File: src/rule_line_syntax_checker_top_defines.svh
// Assertion macros for the rule line syntax checker.
`ifndef RULE_LINE_SYNTAX_CHECKER_TOP_DEFINES_SVH
`define RULE_LINE_SYNTAX_CHECKER_TOP_DEFINES_SVH

// Same-cycle implication, sampled on clock, off during reset.
`define RLSC_ASSERT_NOW(lbl, cond, prop, msg) \
   lbl: assert property (@(posedge clock) disable iff (reset) (cond) |-> (prop)) \
      else $error(msg);

// Next-cycle implication, sampled on clock, off during reset.
`define RLSC_ASSERT_NEXT(lbl, cond, prop, msg) \
   lbl: assert property (@(posedge clock) disable iff (reset) (cond) |=> (prop)) \
      else $error(msg);

`endif

File: src/rlsc_pkg.sv
// Types and constants shared by the rule line syntax checker.
`timescale 1ns / 1ps
package rlsc_pkg;

   // Status codes reported at end of line
   localparam logic [3:0] ST_OK              = 4'd0;
   localparam logic [3:0] ST_NO_EQUAL        = 4'd1;
   localparam logic [3:0] ST_EXTRA_EQUAL     = 4'd2;
   localparam logic [3:0] ST_BAD_LEFT        = 4'd3;
   localparam logic [3:0] ST_BAD_START       = 4'd4;
   localparam logic [3:0] ST_BAD_SYMBOL      = 4'd5;
   localparam logic [3:0] ST_BAD_AFTER_QUOTE = 4'd6;
   localparam logic [3:0] ST_BAD_ESCAPE      = 4'd7;
   localparam logic [3:0] ST_UNTERMINATED    = 4'd8;

   // Right part parse phases
   localparam logic [2:0] PH_START  = 3'd0;
   localparam logic [2:0] PH_QUOTED = 3'd1;
   localparam logic [2:0] PH_SYMBOL = 3'd2;
   localparam logic [2:0] PH_CLOSED = 3'd3;
   localparam logic [2:0] PH_ESCAPE = 3'd4;

   // Character constants
   localparam logic [7:0] CH_EQUAL     = 8'h3d;
   localparam logic [7:0] CH_COMMA     = 8'h2c;
   localparam logic [7:0] CH_QUOTE     = 8'h22;
   localparam logic [7:0] CH_BACKSLASH = 8'h5c;

   localparam int POS_W = 12;

   typedef struct packed {
      logic [7:0] ch;
      logic       line_end;
   } req_type;

   typedef struct packed {
      logic             line_ok;
      logic [3:0]       status;
      logic [POS_W-1:0] error_position;
   } rsp_type;

   // Per-line parse state
   typedef struct packed {
      logic             in_right_part;
      logic [2:0]       right_phase;
      logic [3:0]       first_error;
      logic [POS_W-1:0] error_index;
      logic [POS_W-1:0] byte_index;
   } line_state_type;

endpackage

File: src/rlsc_step.sv
// Next-state and result logic for one request of the rule line checker.
`timescale 1ns / 1ps
module rlsc_step
   import rlsc_pkg::*;
#(
   parameter int MAX_LINE = 4096
) (
   input  line_state_type state,
   input  req_type        req,
   input  logic           single_equal_only,
   output line_state_type state_in,
   output rsp_type        rsp
);

   localparam int POS_CAP = ((MAX_LINE - 1) < 4095) ? (MAX_LINE - 1) : 4095;
   localparam logic [POS_W-1:0] CAP = POS_W'(POS_CAP);

   function automatic logic is_letter(input logic [7:0] c);
      return ((c >= 8'h41) && (c <= 8'h5a)) || ((c >= 8'h61) && (c <= 8'h7a));
   endfunction

   logic       hit;
   logic [3:0] code;
   logic [3:0] final_error;
   logic [POS_W-1:0] final_index;

   // Error detection and phase update for the current request
   always_comb begin
      state_in = state;
      hit      = 1'b0;
      code     = ST_OK;
      if (!req.line_end) begin
         if (state.byte_index < CAP) begin
            state_in.byte_index = state.byte_index + 1'b1;
         end
         if (state.first_error == ST_OK) begin
            if (!state.in_right_part) begin
               if (req.ch == CH_EQUAL) begin
                  state_in.in_right_part = 1'b1;
               end else if (!is_letter(req.ch)) begin
                  hit = 1'b1; code = ST_BAD_LEFT;
               end
            end else if ((req.ch == CH_EQUAL) && single_equal_only) begin
               hit = 1'b1; code = ST_EXTRA_EQUAL;
            end else begin
               case (state.right_phase)
                  PH_START: begin
                     if (is_letter(req.ch)) state_in.right_phase = PH_SYMBOL;
                     else if (req.ch == CH_QUOTE) state_in.right_phase = PH_QUOTED;
                     else begin hit = 1'b1; code = ST_BAD_START; end
                  end
                  PH_QUOTED: begin
                     if (req.ch == CH_QUOTE) state_in.right_phase = PH_CLOSED;
                     else if (req.ch == CH_BACKSLASH) state_in.right_phase = PH_ESCAPE;
                  end
                  PH_SYMBOL: begin
                     if (req.ch == CH_COMMA) state_in.right_phase = PH_START;
                     else if (!is_letter(req.ch)) begin
                        hit = 1'b1; code = ST_BAD_SYMBOL;
                     end
                  end
                  PH_CLOSED: begin
                     if (req.ch == CH_COMMA) state_in.right_phase = PH_START;
                     else begin hit = 1'b1; code = ST_BAD_AFTER_QUOTE; end
                  end
                  PH_ESCAPE: begin
                     if ((req.ch == CH_QUOTE) || (req.ch == CH_BACKSLASH)) begin
                        state_in.right_phase = PH_QUOTED;
                     end else begin
                        hit = 1'b1; code = ST_BAD_ESCAPE;
                     end
                  end
                  default: begin
                     hit = 1'b1; code = ST_BAD_SYMBOL;
                  end
               endcase
            end
         end
      end else if (state.first_error == ST_OK) begin
         // end of line checks
         if (!state.in_right_part) begin
            hit = 1'b1; code = ST_NO_EQUAL;
         end else begin
            case (state.right_phase)
               PH_SYMBOL, PH_CLOSED: hit = 1'b0;
               PH_START:  begin hit = 1'b1; code = ST_BAD_START; end
               PH_QUOTED: begin hit = 1'b1; code = ST_UNTERMINATED; end
               PH_ESCAPE: begin hit = 1'b1; code = ST_BAD_ESCAPE; end
               default:   begin hit = 1'b1; code = ST_BAD_SYMBOL; end
            endcase
         end
      end

      if (hit) begin
         state_in.first_error = code;
         state_in.error_index = state.byte_index;
      end
      final_error = state_in.first_error;
      final_index = state_in.error_index;

      // end item closes the line and starts a fresh one
      if (req.line_end) begin
         state_in.in_right_part = 1'b0;
         state_in.right_phase   = PH_START;
         state_in.first_error   = ST_OK;
         state_in.error_index   = '0;
         state_in.byte_index    = '0;
      end
   end

   // Result fields
   always_comb begin
      rsp.line_ok        = (final_error == ST_OK);
      rsp.status         = final_error;
      rsp.error_position = (final_error == ST_OK) ? '0 : final_index;
   end

endmodule

File: src/rule_line_syntax_checker_top.sv
// Top level of the rule line syntax checker: request stage, line state, result register.
// An end request's result passes through the request stage and then the result register.
// Throughput: one request per cycle; the only stall is an end request held in the
//   request stage while the result register is full and not taken.
// Byte requests produce no result; the registered line state update sets the rate.
// Reset (synchronous, active high) clears the line state and both valid flags and
//   sets single_equal_only to 1.
`timescale 1ns / 1ps
`include "rule_line_syntax_checker_top_defines.svh"
module rule_line_syntax_checker_top
   import rlsc_pkg::*;
#(
   parameter int MAX_LINE = 4096
) (
   input  logic    clock,
   input  logic    reset,
   input  logic    req_valid,
   output logic    req_ready,
   input  req_type req_data,
   output logic    rsp_valid,
   input  logic    rsp_ready,
   output rsp_type rsp_data,
   input  logic    csr_write_enable,
   input  logic    csr_write_data
);

   localparam int POS_CAP = ((MAX_LINE - 1) < 4095) ? (MAX_LINE - 1) : 4095;

   logic           cfg_equal_ff;
   logic           stage_valid_ff;
   req_type        stage_req_ff;
   line_state_type state_ff;
   line_state_type state_in;
   rsp_type        rsp_in;
   logic           rsp_valid_ff;
   rsp_type        rsp_ff;
   logic           advance;
   logic           rsp_free;

   // Stage moves on unless it holds an end request with the result slot blocked
   assign rsp_free  = !rsp_valid_ff || rsp_ready;
   assign advance   = stage_valid_ff && (!stage_req_ff.line_end || rsp_free);
   assign req_ready = !stage_valid_ff || advance;

   rlsc_step #(
      .MAX_LINE(MAX_LINE)
   ) u_step (
      .state            (state_ff),
      .req              (stage_req_ff),
      .single_equal_only(cfg_equal_ff),
      .state_in         (state_in),
      .rsp              (rsp_in)
   );

   // Configuration register
   always_ff @(posedge clock) begin
      if (reset) begin
         cfg_equal_ff <= 1'b1;
      end else if (csr_write_enable) begin
         cfg_equal_ff <= csr_write_data;
      end
   end

   // Request stage
   always_ff @(posedge clock) begin
      if (reset) begin
         stage_valid_ff <= 1'b0;
      end else if (req_ready) begin
         stage_valid_ff <= req_valid;
      end
      if (req_ready && req_valid) begin
         stage_req_ff <= req_data;
      end
   end

   // Line state
   always_ff @(posedge clock) begin
      if (reset) begin
         state_ff <= '{in_right_part: 1'b0, right_phase: PH_START, first_error: ST_OK,
                       error_index: '0, byte_index: '0};
      end else if (advance) begin
         state_ff <= state_in;
      end
   end

   // Result register
   always_ff @(posedge clock) begin
      if (reset) begin
         rsp_valid_ff <= 1'b0;
      end else if (advance && stage_req_ff.line_end) begin
         rsp_valid_ff <= 1'b1;
      end else if (rsp_ready) begin
         rsp_valid_ff <= 1'b0;
      end
      if (advance && stage_req_ff.line_end) begin
         rsp_ff <= rsp_in;
      end
   end

   assign rsp_valid = rsp_valid_ff;
   assign rsp_data  = rsp_ff;

   // Checks
   `RLSC_ASSERT_NOW(a_ok_clean, rsp_valid_ff && rsp_ff.line_ok,
      (rsp_ff.status == ST_OK) && (rsp_ff.error_position == '0),
      "ok result with error fields")
   `RLSC_ASSERT_NEXT(a_end_restarts, advance && stage_req_ff.line_end,
      rsp_valid_ff && (state_ff.byte_index == '0) && !state_ff.in_right_part,
      "end request did not restart line")
   `RLSC_ASSERT_NOW(a_no_err_index, state_ff.first_error == ST_OK,
      state_ff.error_index == '0, "error index set without error")
   `RLSC_ASSERT_NOW(a_pos_cap, 1'b1, state_ff.byte_index <= POS_W'(POS_CAP),
      "byte index beyond cap")

endmodule
File: config.mk
export PLATFORM = sky130hd
export DESIGN_NAME = rule_line_syntax_checker_top
export DESIGN_NICKNAME = d
export VERILOG_FILES = /design/src/rlsc_pkg.sv /design/src/rlsc_step.sv /design/src/rule_line_syntax_checker_top.sv
export VERILOG_INCLUDE_DIRS = /design/src /design/src/src
export SDC_FILE = /design/constraint.sdc
export NUM_CORES = 1
export LEC_CHECK = 0
export ABC_AREA = 1
export BUFFER_PORTS_ARGS = -buffer_cell sky130_fd_sc_hd__buf_4
export CAP_MARGIN = 20
export CORE_ASPECT_RATIO = 0.5
export CORE_UTILIZATION = 35
export CTS_BUF_LIST = sky130_fd_sc_hd__clkbuf_4
export CTS_CLUSTER_DIAMETER = 80
export DETAILED_ROUTE_END_ITERATION = 12
export MAX_ROUTING_LAYER = met4
export REMOVE_ABC_BUFFERS = 1
export SYNTH_ARGS = -nofsm -noshare
export SYNTH_HDL_FRONTEND = slang
export SYNTH_SLANG_ARGS = --single-unit
File: constraint.sdc
create_clock -name clock -period 2.6 [get_ports clock]
set_input_delay 0.52 -clock clock [delete_from_list [all_inputs] [get_ports clock]]
set_output_delay 0.52 -clock clock [all_outputs]
set_load 0.05 [all_outputs]
==> metrics.txt <==
# TYPE chip_impl_metric gauge
chip_impl_metric{name="drt_pre_antenna_iters",unit=""} 4
chip_impl_metric{name="dieArea",unit="µm²"} 9190
chip_impl_metric{name="ys_async_sr_fraction",unit=""} 0
chip_impl_metric{name="cpPeakStageDelay",unit="ns"} 0.44
chip_impl_metric{name="cellPowerDensity",unit="nW/µm²"} 591
chip_impl_metric{name="critical_path_required",unit="ns"} 2.79
chip_impl_metric{name="final_layout_size_suffix_gt1_frac",unit=""} 0.221
chip_impl_metric{name="coreArea",unit="µm²"} 8260
chip_impl_metric{name="path_max_fanout",unit=""} 13
chip_impl_metric{name="vias_per_cell",unit=""} 4.59
chip_impl_metric{name="clock-sinks",unit=""} 61
chip_impl_info{name="cp_cell_sequence",value="nor2_4, inv_1, nor2_2, nand2_2, nand3_2, nand2_2, nor2_2, a21oi_1, o21ai_1, nand3_1, nor2_4, nor2_1"} 1
chip_impl_metric{name="clkLatencyLatePin",unit="ns"} 0.43
chip_impl_info{name="ys_dominant_reg_cell",value="sky130_fd_sc_hd__dfxtp_1"} 1
chip_impl_info{name="worst-setup-path-type",value="register to register"} 1
chip_impl_metric{name="maxSlewHeadroom",unit=""} 0.499
chip_impl_metric{name="post_cts_resized",unit=""} 0
chip_impl_metric{name="place.detailed.instances",unit=""} 534
chip_impl_metric{name="timing.final.max_slew_violations",unit=""} 0
chip_impl_metric{name="period_minus_slack",unit="ns"} 2.19
chip_impl_metric{name="detail_route.wl_per_cell",unit="µm"} 11.9
chip_impl_metric{name="area_growth_syn_to_layout",unit="%"} 17.7
chip_impl_metric{name="synthesis.yosys.warnings",unit=""} 0
chip_impl_metric{name="dpl_cell_area",unit="µm²"} 3460
chip_impl_metric{name="crit_path_depth",unit=""} 12
chip_impl_metric{name="max-cap-violations",unit=""} 0
chip_impl_metric{name="final-instance-count-excl-fill",unit=""} 550
chip_impl_metric{name="placer_congestion_estimate",unit=""} 0.883
chip_impl_metric{name="final_area",unit="µm²"} 3620
chip_impl_info{name="setup.worst_path.start_class",value="register"} 1
chip_impl_metric{name="netlist_area_before_placement",unit="µm²"} 3080
chip_impl_metric{name="hold_buffers",unit=""} 0
chip_impl_metric{name="timing.critical_path.buf_inv",unit=""} 1
chip_impl_metric{name="cts-root-to-sink-buffers",unit=""} 2
chip_impl_metric{name="grt_pass1_vias",unit=""} 2271
chip_impl_metric{name="totalWireLength",unit="µm"} 6520
chip_impl_metric{name="hold_path_depth",unit=""} 1
chip_impl_info{name="outcome",value="complete, no violations"} 1
chip_impl_metric{name="power_leakage",unit="nW"} 1.50
chip_impl_metric{name="cts_inserted_buffers",unit=""} 9
chip_impl_metric{name="post_synth.cell_area_avg",unit="µm²"} 7.87
chip_impl_info{name="crit_family",value="simple AND/OR/NAND/NOR gates"} 1
chip_impl_metric{name="fillerInstances",unit=""} 842
chip_impl_metric{name="fin_tns_setup",unit="ns"} 0
chip_impl_metric{name="grt_first_pass_wirelength",unit="µm"} 10600
chip_impl_metric{name="max_freq",unit="MHz"} 456
chip_impl_metric{name="reg2reg_depth",unit=""} 12
chip_impl_info{name="holdCritPathClass",value="input pin to register"} 1
chip_impl_metric{name="final.setup_skew",unit="ns"} 0.0198
chip_impl_metric{name="row_count",unit=""} 23
chip_impl_metric{name="yosysTopAreaCellShare",unit=""} 0.254
chip_impl_metric{name="dr_total_vias",unit=""} 2525
chip_impl_metric{name="hpwl_after_detailed_placement",unit="µm"} 4910
chip_impl_info{name="grt_setup_unrepaired",value="false"} 1
chip_impl_metric{name="grt.total_usage",unit=""} 0.161
chip_impl_metric{name="yosys.cell_types.count",unit=""} 37
chip_impl_metric{name="total_power",unit="W"} 0.00214
chip_impl_metric{name="fin_crit_sh",unit=""} 0.844
chip_impl_metric{name="htree_levels",unit=""} 3
chip_impl_metric{name="worst_ir_drop_vdd",unit="V"} 0.000336
chip_impl_metric{name="drcViolationCount",unit=""} 0
chip_impl_metric{name="fp.dieH",unit="µm"} 68.3
chip_impl_metric{name="clk_pin_slew",unit="ns"} 0.11
chip_impl_metric{name="setup_viol",unit=""} 0
chip_impl_info{name="yosys.cell_count.top_type",value="sky130_fd_sc_hd__nand2_1"} 1
chip_impl_metric{name="ioPinCount",unit=""} 34
chip_impl_metric{name="grt_max_degree",unit=""} 22
chip_impl_info{name="cp_slowest_cell",value="sky130_fd_sc_hd__edfxtp_1"} 1
chip_impl_metric{name="place.port_buffers",unit=""} 33
chip_impl_metric{name="initialDrtViolationCount",unit=""} 140
chip_impl_metric{name="initial_core_util",unit=""} 0.373
chip_impl_metric{name="die_width",unit="µm"} 135
chip_impl_metric{name="cts.repair_timing.setup_buffer_count",unit=""} 0
chip_impl_metric{name="gr-total-overflow",unit=""} 0
chip_impl_info{name="cell_at_the_root_of_the_clock_tree",value="sky130_fd_sc_hd__clkbuf_4"} 1
chip_impl_info{name="cts_tree",value="built"} 1
chip_impl_metric{name="num_antenna_cells",unit=""} 0
chip_impl_metric{name="nets",unit=""} 449
chip_impl_info{name="synth.cells.most_frequent",value="sky130_fd_sc_hd__nand2_1, sky130_fd_sc_hd__inv_1, sky130_fd_sc_hd__dfxtp_1"} 1
chip_impl_metric{name="initial_antenna_violation_count",unit=""} 0
chip_impl_info{name="worst_setup_path_end_kind",value="register"} 1
chip_impl_metric{name="number_of_synthesized_flops_with_an_enable_pin",unit=""} 26
chip_impl_metric{name="hold_viol_final",unit=""} 0
chip_impl_metric{name="ys_ff_latch",unit=""} 61
chip_impl_info{name="netlist_top_cells_area",value="sky130_fd_sc_hd__edfxtp_1, sky130_fd_sc_hd__dfxtp_1, sky130_fd_sc_hd__nand2_1"} 1
chip_impl_metric{name="tightestPinTransition",unit="ns"} 0.750
chip_impl_metric{name="syn-instance-count",unit=""} 391
chip_impl_metric{name="antenna_violation_net_count_after_detailed_routing",unit=""} 0
chip_impl_metric{name="critPathArrivalTime",unit="ns"} 2.38
chip_impl_info{name="synth.largest_area_cell",value="sky130_fd_sc_hd__edfxtp_1"} 1
chip_impl_metric{name="fin_util",unit=""} 0.438
chip_impl_metric{name="synth_seq_area_share",unit=""} 0.481
## cell usage in the layout (no fill, tap or decap), types with 2 or more instances in the layout
cell type and instances:
sky130_fd_sc_hd__nor2_2 15, sky130_fd_sc_hd__dfxtp_1 35, sky130_fd_sc_hd__edfxtp_1 26, sky130_fd_sc_hd__nor2_4 2
sky130_fd_sc_hd__o21ai_1 3, sky130_fd_sc_hd__nand2_2 5, sky130_fd_sc_hd__nand2_1 95, sky130_fd_sc_hd__clkinvlp_4 3
sky130_fd_sc_hd__clkbuf_4 10, sky130_fd_sc_hd__buf_4 40, sky130_fd_sc_hd__nor3_1 7, sky130_fd_sc_hd__o21ai_0 10
sky130_fd_sc_hd__nand3_1 27, sky130_fd_sc_hd__a21oi_1 31, sky130_fd_sc_hd__a211oi_1 5, sky130_fd_sc_hd__inv_1 57
sky130_fd_sc_hd__nand3_2 12, sky130_fd_sc_hd__inv_2 3, sky130_fd_sc_hd__nand4_1 4, sky130_fd_sc_hd__nor2_1 30
sky130_fd_sc_hd__bufinv_16 2
## layer usage
layer	vias up	global-route usage	routed length (µm)
li1	1356	-	-
met5	-	-	0
met4	0	0.0618	31
met2	53	0.255	2830
met3	4	0.0578	369
met1	1112	0.191	3290
## kinds of logic (layout without fill, tap and decap cells)
kind of cell,after synthesis,in the layout,synth area share
buf+inv,70,117,0.0935
xor+xnor,1,1,0.00285
flops,61,61,0.481
compound gates,56,56,0.103
simple gates,202,202,0.315
fa+ha+maj,1,1,0.00407
## metrics by stage
stage / setup slack (ns) / hold WS [ns]
CTS: 0.389 / 0.242
global placement: 0.400 / 0.455
detailed placement: 0.391 / 0.455
global route: 0.130 / 0.230
floorplan: 0.256 / 0.429
finish: 0.405 / 0.273
## worst paths after layout
path / start / to / slack, ns
setup / recovery: stage_req_ff[8] / rsp_data[7] / 0.41
hold / removal: req_data[5] / stage_req_ff[5] / 0.27
setup reg to reg: stage_req_ff[8] / rsp_data[7] / 0.41
hold reg to reg: state_ff[20] / state_ff[20] / 0.47
## where the power goes
part | internal [W] | switching, W | leakage [nW]
clock network | 0.000398 | 0.000372 | 0.0786
logic | 0.000106 | 0.000206 | 0.887
registers | 0.00104 | 0.0000207 | 0.530
total | 0.00154 | 0.000599 | 1.50
## state kept, by name (all words and copies together) (netlist names)
register	count
rsp_valid	1
state_ff	32
cfg_equal_ff	1
stage_valid_ff	1
rsp_data	17
stage_req_ff	9
## final cells by class
class,count,area (µm²),share of cell area
clock buffers,10,75.1,0.0207
clock inverters,6,87.6,0.0242
inverters,61,229,0.0632
multi-input cells,260,1310,0.361
flip-flops and latches,61,1480,0.409
well taps,112,140,0.0387
repair buffers,40,300,0.0829
## worst register-to-register path, delay by kind of cell, from the launching register on
kind,cells,cell delay [ns]
simple gates,9,1.22
buf+inv,1,0.06
flops,1,0.44
compound gates,2,0.23
(Power assumes the default switching activity.)
